$ cat config.mk
export PLATFORM = sky130hd
export DESIGN_NAME = dlsp_ctrl
export DESIGN_NICKNAME = d
export VERILOG_FILES = /design/src/sv/dlsp_pkg.sv /design/src/sv/dlsp_ctrl.sv
export SDC_FILE = /design/constraint.sdc
export NUM_CORES = 1
export LEC_CHECK = 0
export ABC_AREA = 1
export BUFFER_PORTS_ARGS = -buffer_cell sky130_fd_sc_hd__buf_4
export CAP_MARGIN = 40
export CORE_AREA = 2 2 72 74
export DETAILED_ROUTE_END_ITERATION = 10
export DIE_AREA = 0 0 74 76
export PLACE_DENSITY = 0.7
export SLEW_MARGIN = 5
export SYNTH_ARGS = -nofsm -noshare
export SYNTH_HDL_FRONTEND = slang
export SYNTH_SLANG_ARGS = --single-unit
$ cat constraint.sdc
create_clock -name clk_i -period 1.85 [get_ports clk_i]
set_input_delay 0.37 -clock clk_i [delete_from_list [all_inputs] [get_ports clk_i]]
set_output_delay 0.37 -clock clk_i [all_outputs]
set_load 0.02 [all_outputs]
$ cat src/sv/dlsp_pkg.sv
// ----------------------------------------------------------------------------
// dlsp_pkg
// Shared types and constants of the depth to laser scan projector.
// ----------------------------------------------------------------------------
package dlsp_pkg;

  localparam logic [16:0]        FAR_RANGE  = 17'd100000;
  localparam logic signed [17:0] PITCH_C    = 18'sd30794;
  localparam logic signed [17:0] PITCH_S    = 18'sd11202;
  localparam logic signed [25:0] Z_90       = 26'sd5898240;
  localparam logic [35:0]        SQ_MAX     = 36'd10000000000;

  localparam logic [21:0] ATAN_TAB [16] = '{
    22'd2949120, 22'd1740967, 22'd919879, 22'd466945,
    22'd234379,  22'd117304,  22'd58666,  22'd29335,
    22'd14668,   22'd7334,    22'd3667,   22'd1833,
    22'd917,     22'd458,     22'd229,    22'd115
  };

  localparam logic [4:0] DIV_LAST  = 5'd31;
  localparam logic [4:0] ISQ_LAST  = 5'd17;
  localparam logic [4:0] CORD_LAST = 5'd15;

  localparam int unsigned IN_TDATA_W  = 40;
  localparam int unsigned OUT_TDATA_W = 48;

  localparam logic KIND_PIXEL = 1'b0;
  localparam logic KIND_READ  = 1'b1;
  localparam logic RK_BIN     = 1'b0;
  localparam logic RK_FRAME   = 1'b1;

  typedef enum logic [2:0] {
    CFG_FOCAL_BASELINE = 3'd0,
    CFG_FOCAL_X        = 3'd1,
    CFG_FOCAL_Y        = 3'd2,
    CFG_CENTER_X       = 3'd3,
    CFG_CENTER_Y       = 3'd4,
    CFG_DEPTH_MIN      = 3'd5,
    CFG_DEPTH_MAX      = 3'd6,
    CFG_STOP_DIST      = 3'd7
  } cfg_idx_e;

  typedef enum logic [1:0] {
    STEER_STRAIGHT = 2'd0,
    STEER_LEFT     = 2'd1,
    STEER_RIGHT    = 2'd2
  } steer_e;

  typedef enum logic [4:0] {
    OP_NONE, OP_LOAD, OP_DIV, OP_DEPTH, OP_MUL_XN, OP_XINIT, OP_XDONE,
    OP_YINIT, OP_YDONE, OP_M1, OP_M2, OP_M3, OP_M4, OP_M5, OP_SQ1, OP_SQ2,
    OP_SQ3, OP_CINIT, OP_ISQ, OP_RND, OP_CORD, OP_ANG, OP_UPD, OP_SCAN_INIT,
    OP_SCAN_RD, OP_SCAN_CMP, OP_POST_F, OP_RD_REQ, OP_POST_R
  } op_e;

  typedef struct packed {
    op_e        op;
    logic [4:0] step;
  } cmd_t;

  typedef struct packed {
    logic kind_read;
    logic last;
    logic depth_bad;
    logic pt_bad;
    logic sq_bad;
    logic ang_bad;
    logic scan_done;
    logic out_busy;
  } sts_t;

endpackage

$ cat src/sv/dlsp_ctrl.sv
// ----------------------------------------------------------------------------
// dlsp_ctrl
// Sequencer: steps the datapath through one pixel, bin read or frame end.
// ----------------------------------------------------------------------------
module dlsp_ctrl (
  input  logic          clk_i,
  input  logic          rst_ni,
  input  logic          in_valid_i,
  output logic          in_ready_o,
  input  dlsp_pkg::sts_t sts_i,
  output dlsp_pkg::cmd_t cmd_o
);

  typedef enum logic [29:0] {
    ST_IDLE     = 30'b1 << 0,
    ST_DIV_D    = 30'b1 << 1,
    ST_DEPTH    = 30'b1 << 2,
    ST_CHK_D    = 30'b1 << 3,
    ST_XINIT    = 30'b1 << 4,
    ST_DIV_X    = 30'b1 << 5,
    ST_XDONE    = 30'b1 << 6,
    ST_YINIT    = 30'b1 << 7,
    ST_DIV_Y    = 30'b1 << 8,
    ST_YDONE    = 30'b1 << 9,
    ST_M1       = 30'b1 << 10,
    ST_M2       = 30'b1 << 11,
    ST_M3       = 30'b1 << 12,
    ST_M4       = 30'b1 << 13,
    ST_M5       = 30'b1 << 14,
    ST_CHK_BZ   = 30'b1 << 15,
    ST_SQ2      = 30'b1 << 16,
    ST_SQ3      = 30'b1 << 17,
    ST_CHK_SQ   = 30'b1 << 18,
    ST_ISQ      = 30'b1 << 19,
    ST_RND      = 30'b1 << 20,
    ST_CORD     = 30'b1 << 21,
    ST_ANG      = 30'b1 << 22,
    ST_UPD      = 30'b1 << 23,
    ST_FRAME    = 30'b1 << 24,
    ST_SCAN_RD  = 30'b1 << 25,
    ST_SCAN_CMP = 30'b1 << 26,
    ST_POST_F   = 30'b1 << 27,
    ST_RD_REQ   = 30'b1 << 28,
    ST_POST_R   = 30'b1 << 29
  } state_e;

  state_e     state_q, state_d;
  logic [4:0] cnt_q, cnt_d;

  always_comb begin
    state_d    = state_q;
    cnt_d      = 5'd0;
    in_ready_o = 1'b0;
    cmd_o.op   = dlsp_pkg::OP_NONE;
    cmd_o.step = cnt_q;
    unique case (state_q)
      ST_IDLE: begin
        in_ready_o = 1'b1;
        if (in_valid_i) begin
          cmd_o.op = dlsp_pkg::OP_LOAD;
          state_d  = sts_i.kind_read ? ST_RD_REQ : ST_DIV_D;
        end
      end
      ST_DIV_D: begin
        cmd_o.op = dlsp_pkg::OP_DIV;
        cnt_d    = cnt_q + 5'd1;
        if (cnt_q == dlsp_pkg::DIV_LAST) begin
          state_d = ST_DEPTH;
        end
      end
      ST_DEPTH: begin
        cmd_o.op = dlsp_pkg::OP_DEPTH;
        state_d  = ST_CHK_D;
      end
      ST_CHK_D: begin
        cmd_o.op = dlsp_pkg::OP_MUL_XN;
        state_d  = sts_i.depth_bad ? ST_FRAME : ST_XINIT;
      end
      ST_XINIT: begin
        cmd_o.op = dlsp_pkg::OP_XINIT;
        state_d  = ST_DIV_X;
      end
      ST_DIV_X: begin
        cmd_o.op = dlsp_pkg::OP_DIV;
        cnt_d    = cnt_q + 5'd1;
        if (cnt_q == dlsp_pkg::DIV_LAST) begin
          state_d = ST_XDONE;
        end
      end
      ST_XDONE: begin
        cmd_o.op = dlsp_pkg::OP_XDONE;
        state_d  = ST_YINIT;
      end
      ST_YINIT: begin
        cmd_o.op = dlsp_pkg::OP_YINIT;
        state_d  = ST_DIV_Y;
      end
      ST_DIV_Y: begin
        cmd_o.op = dlsp_pkg::OP_DIV;
        cnt_d    = cnt_q + 5'd1;
        if (cnt_q == dlsp_pkg::DIV_LAST) begin
          state_d = ST_YDONE;
        end
      end
      ST_YDONE: begin
        cmd_o.op = dlsp_pkg::OP_YDONE;
        state_d  = ST_M1;
      end
      ST_M1: begin
        cmd_o.op = dlsp_pkg::OP_M1;
        state_d  = ST_M2;
      end
      ST_M2: begin
        cmd_o.op = dlsp_pkg::OP_M2;
        state_d  = ST_M3;
      end
      ST_M3: begin
        cmd_o.op = dlsp_pkg::OP_M3;
        state_d  = ST_M4;
      end
      ST_M4: begin
        cmd_o.op = dlsp_pkg::OP_M4;
        state_d  = ST_M5;
      end
      ST_M5: begin
        cmd_o.op = dlsp_pkg::OP_M5;
        state_d  = ST_CHK_BZ;
      end
      ST_CHK_BZ: begin
        cmd_o.op = dlsp_pkg::OP_SQ1;
        state_d  = sts_i.pt_bad ? ST_FRAME : ST_SQ2;
      end
      ST_SQ2: begin
        cmd_o.op = dlsp_pkg::OP_SQ2;
        state_d  = ST_SQ3;
      end
      ST_SQ3: begin
        cmd_o.op = dlsp_pkg::OP_SQ3;
        state_d  = ST_CHK_SQ;
      end
      ST_CHK_SQ: begin
        cmd_o.op = dlsp_pkg::OP_CINIT;
        state_d  = sts_i.sq_bad ? ST_FRAME : ST_ISQ;
      end
      ST_ISQ: begin
        cmd_o.op = dlsp_pkg::OP_ISQ;
        cnt_d    = cnt_q + 5'd1;
        if (cnt_q == dlsp_pkg::ISQ_LAST) begin
          state_d = ST_RND;
        end
      end
      ST_RND: begin
        cmd_o.op = dlsp_pkg::OP_RND;
        state_d  = ST_CORD;
      end
      ST_CORD: begin
        cmd_o.op = dlsp_pkg::OP_CORD;
        cnt_d    = cnt_q + 5'd1;
        if (cnt_q == dlsp_pkg::CORD_LAST) begin
          state_d = ST_ANG;
        end
      end
      ST_ANG: begin
        cmd_o.op = dlsp_pkg::OP_ANG;
        state_d  = sts_i.ang_bad ? ST_FRAME : ST_UPD;
      end
      ST_UPD: begin
        cmd_o.op = dlsp_pkg::OP_UPD;
        state_d  = ST_FRAME;
      end
      ST_FRAME: begin
        if (sts_i.last) begin
          cmd_o.op = dlsp_pkg::OP_SCAN_INIT;
          state_d  = ST_SCAN_RD;
        end else begin
          state_d = ST_IDLE;
        end
      end
      ST_SCAN_RD: begin
        cmd_o.op = dlsp_pkg::OP_SCAN_RD;
        state_d  = ST_SCAN_CMP;
      end
      ST_SCAN_CMP: begin
        cmd_o.op = dlsp_pkg::OP_SCAN_CMP;
        state_d  = sts_i.scan_done ? ST_POST_F : ST_SCAN_RD;
      end
      ST_POST_F: begin
        if (!sts_i.out_busy) begin
          cmd_o.op = dlsp_pkg::OP_POST_F;
          state_d  = ST_IDLE;
        end
      end
      ST_RD_REQ: begin
        cmd_o.op = dlsp_pkg::OP_RD_REQ;
        state_d  = ST_POST_R;
      end
      ST_POST_R: begin
        if (sts_i.out_busy) begin
          cmd_o.op = dlsp_pkg::OP_RD_REQ;
        end else begin
          cmd_o.op = dlsp_pkg::OP_POST_R;
          state_d  = ST_IDLE;
        end
      end
      default: begin
        state_d = ST_IDLE;
      end
    endcase
  end

  always_ff @(posedge clk_i or negedge rst_ni) begin
    if (!rst_ni) begin
      state_q <= ST_IDLE;
      cnt_q   <= 5'd0;
    end else begin
      state_q <= state_d;
      cnt_q   <= cnt_d;
    end
  end

endmodule

==> flow_metrics.env, run 1 <==
export IMPL_fin_area_mm2=0.003794
export IMPL_n_antenna_cell=0
export IMPL_clk_pin_slew_ns=0.08
export IMPL_drive_gt1_share_pct=45.59
export IMPL_routabilityCongestion=1.037
export IMPL_grt_overflow_total=0
export IMPL_tightest_slew_ns=0.4564
export IMPL_fin_cells=557
export IMPL_finalPower_uw=3590
export IMPL_hold_buffers=0
export IMPL_dp_hpwl_um=5506
export IMPL_drt_initial_drc_count=276
export IMPL_ys_seq_area_share_pct=37.07
export IMPL_grt_pass1_vias=2839
export IMPL_critPathKind="register to output pin"
export IMPL_cts_max_level=2
export IMPL_die_area_mm2=0.005624
export IMPL_yosysUniqueCellTypes=29
export IMPL_wl_per_cell_um=14.95
export IMPL_synth_edff_count=0
export IMPL_grt_first_pass_wirelength_um=12520
export IMPL_grt_antenna_before_repair=0
export IMPL_clk_path_buf_depth=2
export IMPL_grt_max_degree=36
export IMPL_maxCapViolCount=0
export IMPL_async_reset_ff_share_pct=100.0
export IMPL_period_minus_slack_ns=2.453
export IMPL_netlist_instances=353
export IMPL_ir_drop_uv=534.8
export IMPL_root_buffer="clkbuf_8"
export IMPL_end_kind="output pin"
export IMPL_final_period_utilization_pct=132.6
export IMPL_grt_usage_pct=28.95
export IMPL_timing_rr_end="state_q[13]"
export IMPL_reg2regPathDepth=13
export IMPL_rr_startpoint="state_q[24]"
export IMPL_routed_via_count=2909
export IMPL_relSlewSlack_pct=69.57
export IMPL_crit_arrival_ns=2.08
export IMPL_die_y_um=76
export IMPL_cts_tree="yes"
export IMPL_netlist_area_mm2=0.002366
export IMPL_finalNetCount=502
export IMPL_pre_cts_ws_ns=-0.2661
export IMPL_power_density_mw_per_mm2=946.2
export IMPL_numPortBuffers=21
export IMPL_insertion_delay_ns=0.30
export IMPL_core_area_mm2=0.004912
export IMPL_cp_required_ns=1.48
export IMPL_holdWs_ns=0.01554
export IMPL_placed_area_mm2=0.003306
export IMPL_drc=0
export IMPL_power_leakage_uw=0.002091
export IMPL_r2r_slack_ns=-0.23
export IMPL_fmax_mhz=407.6
export IMPL_synth_warnings=0
export IMPL_cts_buffers=5
export IMPL_synth_seq_cells=35
export IMPL_num_rows=26
export IMPL_avgSynthCellArea_um2=6.703
export IMPL_vias_per_cell=5.223
export IMPL_cp_max_fo=6
export IMPL_cts_sinks=35
export IMPL_rsz0062_at_grt="true"
export IMPL_drv_slew=0
export IMPL_violations="setup timing"
export IMPL_synth_flop_cell="dfrtp_1"
export IMPL_status="complete, but fails checks"
export IMPL_start_util_pct=48.17
export IMPL_syn2layout_area_growth_pct=60.34
export IMPL_critPathLaunchType="register"
export IMPL_wirelength_um=8327
export IMPL_fin_skew_ns=0.01148
export IMPL_hold_violations=0
export IMPL_ant_nets=0
export IMPL_die_x_um=74
export IMPL_dp_cells=530
export IMPL_critPathLaunch="state_q[5]"
export IMPL_syn_num_nets=368
export IMPL_setup_slack_ns=-0.6032
export IMPL_ios=22
export IMPL_worstHoldPathType="primary input to asynchronous set/reset pin"
export IMPL_setup_violations_final=16
export IMPL_first_pass_iters=5
-- sequential cells by signal, indices dropped and copies added, names as in the netlist --
signal / cells
cnt_q: 5
state_q: 30
-- logic make-up (layout without fill, tap and decap cells) --
| logic type | count (synthesis) | after routing | synth area share (%) |
|---|---|---|---|
| AO/OA/AOI/OAI | 16 | 16 | 3.967 |
| XOR/XNOR | 1 | 1 | 0.3702 |
| buffers and inverters | 58 | 191 | 9.836 |
| AND/OR/NAND/NOR | 239 | 240 | 46.64 |
| flip-flops | 35 | 35 | 37.07 |
| adder cells (fa/ha/maj) | 4 | 4 | 2.115 |
-- how the worst max path moves through the flow --
stage,slack (ns),cells past startpoint,end
final,-0.60,12,cmd_o[6]
after global routing,-0.71,12,cmd_o[6]
after CTS,-0.49,11,cmd_o[8]
after detailed placement,-0.27,11,cmd_o[6]
after global placement,-0.26,11,cmd_o[6]
after floorplan,-0.03,11,cmd_o[6]
-- layout make-up --
cell class | count | area (µm²)
inverters | 56 | 212.7
flip-flops and latches | 35 | 877.1
multi-input cells | 261 | 1530
well taps | 70 | 87.58
clock buffers | 6 | 82.58
repair buffers | 128 | 998.5
clock inverters | 1 | 5.005
fillers | 341 | 1119
-- critical path: stages (launching register included) --
cell and delay, ns:
dfrtp_1 0.40, nor2_2 0.16, nand2_2 0.10, inv_1 0.18
nand2_4 0.12, nor2_2 0.24, nand2_4 0.09, nand2_4 0.08
nor2_4 0.04, inv_2 0.06, nor3_2 0.04, nand4_1 0.12
buf_4 0.16
-- power by group --
part           switching [µW]  leakage, µW  internal, µW
clock                     302    0.0000470           293
combinational            1240      0.00156           896
sequential               39.3     0.000484           824
-- Yosys cell counts (2+ instances only) --
library cell | count | area, µm²
nor2_1 | 83 | 311.6
nand2_1 | 79 | 296.5
inv_1 | 50 | 187.7
dfrtp_1 | 34 | 850.8
nand3_1 | 30 | 150.1
nor3_1 | 12 | 60.06
nand4_1 | 8 | 50.05
nor2_2 | 8 | 50.05
a21oi_1 | 6 | 30.03
inv_2 | 6 | 22.52
nand2_2 | 5 | 31.28
nor2_4 | 5 | 56.30
ha_1 | 4 | 50.05
o21ai_1 | 4 | 20.02
buf_6 | 2 | 22.52
nand3b_1 | 2 | 15.01
nor3b_1 | 2 | 15.01
o21ai_0 | 2 | 10.01
-- timing repair --
action	4_1_cts	5_1_grt
setup endpoints to repair	21	22
buffers inserted	19	2
pin swaps	22	9
cloned	0	1
gates resized for setup	43	22
-- layer usage --
layer | global-route usage, % | vias to the layer above | wire [µm]
met5 | 0 | - | 0
met4 | 10.73 | 0 | 337
met3 | 5.952 | 35 | 590
met2 | 49.64 | 127 | 4221
met1 | 34.94 | 1377 | 3176
li1 | - | 1370 | -
-- stage by stage --
step / TNS (ns) / util (%)
2_1_floorplan: -0.1049 / -
3_3_place_gp: -1.798 / 67.30
3_5_place_dp: -1.946 / 67.30
4_1_cts: -3.236 / 74.86
5_1_grt: -6.181 / 77.23
6_report: -4.607 / 77.23
-- cell usage in the layout, fill, tap and decap left out, types with 2 or more instances in the layout --
master / synthesis / routed
nand3_2: 1 / 7
clkbuf_8: 0 / 6
nand2_1: 79 / 67
nor3_2: 0 / 4
inv_1: 50 / 46
a21oi_1: 6 / 5
o21ai_0: 2 / 2
nand3b_1: 2 / 2
buf_6: 2 / 10
nand3_1: 30 / 23
nor2_2: 8 / 19
nor2_1: 83 / 62
buf_4: 0 / 118
nand2_2: 5 / 13
o21ai_2: 1 / 2
nor3_1: 12 / 7
nand2_4: 1 / 6
ha_1: 4 / 4
dfrtp_1: 34 / 34
nand4_1: 8 / 8
a21oi_2: 1 / 2
inv_2: 6 / 9
nor2_4: 5 / 15
o21ai_1: 4 / 2
No activity file was read; power rests on OpenSTA's default activity.
==> run 2: changes to the inputs <==
--- a/config.mk
+++ b/config.mk
@@ -12,6 +12,7 @@
 export DETAILED_ROUTE_END_ITERATION = 10
 export DIE_AREA = 0 0 74 76
 export PLACE_DENSITY = 0.7
+export RECOVER_POWER = 25
 export SLEW_MARGIN = 5
 export SYNTH_ARGS = -nofsm -noshare
 export SYNTH_HDL_FRONTEND = slang
==> flow_metrics.env, run 2 (synthesized netlist as in run 1, its figures left out) <==
export IMPL_cp_top_family="simple AND/OR/NAND/NOR gates"
export IMPL_grt_first_pass_wirelength_um=12520
export IMPL_violations="setup timing"
export IMPL_n_antenna_cell=0
export IMPL_tightest_slew_ns=0.8968
export IMPL_grt_antenna_before_repair=0
export IMPL_hold_violations=0
export IMPL_end_kind="output pin"
export IMPL_final_common_cell="buf_4"
export IMPL_numPortBuffers=21
export IMPL_drc=0
export IMPL_worst_path_most_repeated_cell="nand2_4"
export IMPL_ir_drop_uv=535.2
export IMPL_utilization_pct=77.18
export IMPL_syn2layout_area_growth_pct=60.23
export IMPL_largest_reg_flops=30
export IMPL_drt_initial_drc_count=276
export IMPL_top_register="state_q"
export IMPL_cts_sinks=35
export IMPL_r2r_slack_ns=-0.23
export IMPL_clk_path_buf_depth=2
export IMPL_fill_cells=342
export IMPL_power_density_mw_per_mm2=947.0
export IMPL_final_period_utilization_pct=132.6
export IMPL_cts_buffers=5
export IMPL_status="complete, but fails checks"
export IMPL_grt_pass1_vias=2839
export IMPL_setup_tns_final_ns=-4.608
export IMPL_slowest_delay_ns=0.40
export IMPL_cp_slowest_cell="dfrtp_1"
export IMPL_rsz0062_at_grt="true"
export IMPL_grt_overflow_total=0
export IMPL_fin_skew_ns=0.01148
export IMPL_critPathKind="register to output pin"
export IMPL_first_pass_iters=5
export IMPL_critPathLaunchType="register"
export IMPL_critPathBufInv=3
export IMPL_die_x_um=74
export IMPL_setup_violations_final=16
export IMPL_die_area_mm2=0.005624
export IMPL_top_regs="state_q: 30 flops, cnt_q: 5 flops"
export IMPL_period_minus_slack_ns=2.453
export IMPL_routabilityCongestion=1.037
export IMPL_ant_nets=0
export IMPL_cp_max_fo=6
export IMPL_cts_tree="yes"
export IMPL_dp_hpwl_um=5506
export IMPL_fin_area_mm2=0.003791
export IMPL_vias_per_cell=5.217
export IMPL_core_area_mm2=0.004912
export IMPL_num_rows=26
export IMPL_maxCapViolCount=0
export IMPL_start_util_pct=48.17
export IMPL_cp_required_ns=1.48
export IMPL_setup_slack_ns=-0.6032
export IMPL_grt_usage_pct=28.95
export IMPL_finalNetCount=502
export IMPL_root_buffer="clkbuf_8"
export IMPL_drive_gt1_share_pct=45.59
export IMPL_hold_buffers=0
export IMPL_crit_arrival_ns=2.08
export IMPL_clk_pin_slew_ns=0.08
export IMPL_die_y_um=76
export IMPL_drv_slew=0
export IMPL_cp_cell_sequence="nor2_2 > nand2_2 > inv_1 > nand2_4 > nor2_2 > nand2_4 > nand2_4 > nor2_4 > inv_2 > nor3_2 > nand4_1 > buf_4"
export IMPL_insertion_delay_ns=0.30
export IMPL_power_leakage_uw=0.002090
export IMPL_wl_per_cell_um=14.96
export IMPL_routed_via_count=2906
export IMPL_final_cell_mix="buf_4 (117), nand2_1 (67), nor2_1 (62)"
export IMPL_fmax_mhz=407.6
export IMPL_placed_area_mm2=0.003306
export IMPL_cts_max_level=2
export IMPL_worstHoldPathType="primary input to asynchronous set/reset pin"
export IMPL_relSlewSlack_pct=40.21
export IMPL_grt_max_degree=36
export IMPL_wirelength_um=8334
export IMPL_ios=22
-- run 2: final cells by class --
type	instances	area (µm²)	area share (%)
Sequential cell	35	877.1	23.14
Tap cell	70	87.58	2.310
Clock inverter	1	5.005	0.1320
Inverter	56	212.7	5.611
Multi-Input combinational cell	261	1530	40.36
Clock buffer	6	82.58	2.178
Timing Repair Buffer	128	996.0	26.27
-- run 2: what timing repair did --
action                     4_1_cts  5_1_grt
cloned                           0        1
resized for setup               43       22
pin swaps                       22        9
setup endpoints to repair       21       22
buffers inserted                19        2
-- run 2: path summary, 6_finish.rpt --
path | start | endpoint | depth (start not counted)
max reg2reg | state_q[24] | state_q[13] | 13
max in group asynchronous | rst_ni | state_q[2] | 1
max | state_q[5] | cmd_o[6] | 12
min | rst_ni | state_q[24] | 1
min reg2reg | cnt_q[0] | cnt_q[0] | 2
min in group clk_i | sts_i[2] | state_q[23] | 2
-- run 2: worst reg2reg max path, cell delays in order, from the launching register on --
cell and delay [ns]:
dfrtp_1 0.40, nor2_2 0.18, nand3_2 0.15, nor2_4 0.28, buf_4 0.19, nand2_2 0.07, inv_2 0.08, buf_4 0.11
buf_4 0.10, buf_4 0.10, buf_4 0.09, buf_4 0.09, buf_4 0.09, buf_4 0.09
-- run 2: per-layer routing --
| layer | vias to the layer above | part of all wire, % | GRT usage (%) |
|---|---|---|---|
| met4 | 0 | 4.0 | 10.73 |
| met2 | 125 | 51 | 49.64 |
| met1 | 1378 | 38 | 34.94 |
| met5 | - | 0 | 0 |
| li1 | 1370 | - | - |
| met3 | 33 | 7.1 | 5.952 |
-- run 2: where the power goes --
part / internal (µW) / leakage, µW / switching, µW
logic: 895 / 0.00156 / 1240
clock network: 293 / 0.0000470 / 302
registers: 824 / 0.000484 / 39.3
total: 2010 / 0.00209 / 1580
-- run 2: metrics by stage --
stage	hold slack (ns)	cells	setup WS, ns	total power (µW)
2_1_floorplan	0.07441	353	-0.03274	1851
3_3_place_gp	0.3496	530	-0.2611	2505
3_5_place_dp	0.3535	530	-0.2661	2531
4_1_cts	0.03939	554	-0.4855	3310
5_1_grt	0.2334	557	-0.7107	3761
6_report	0.1815	557	-0.6032	3590
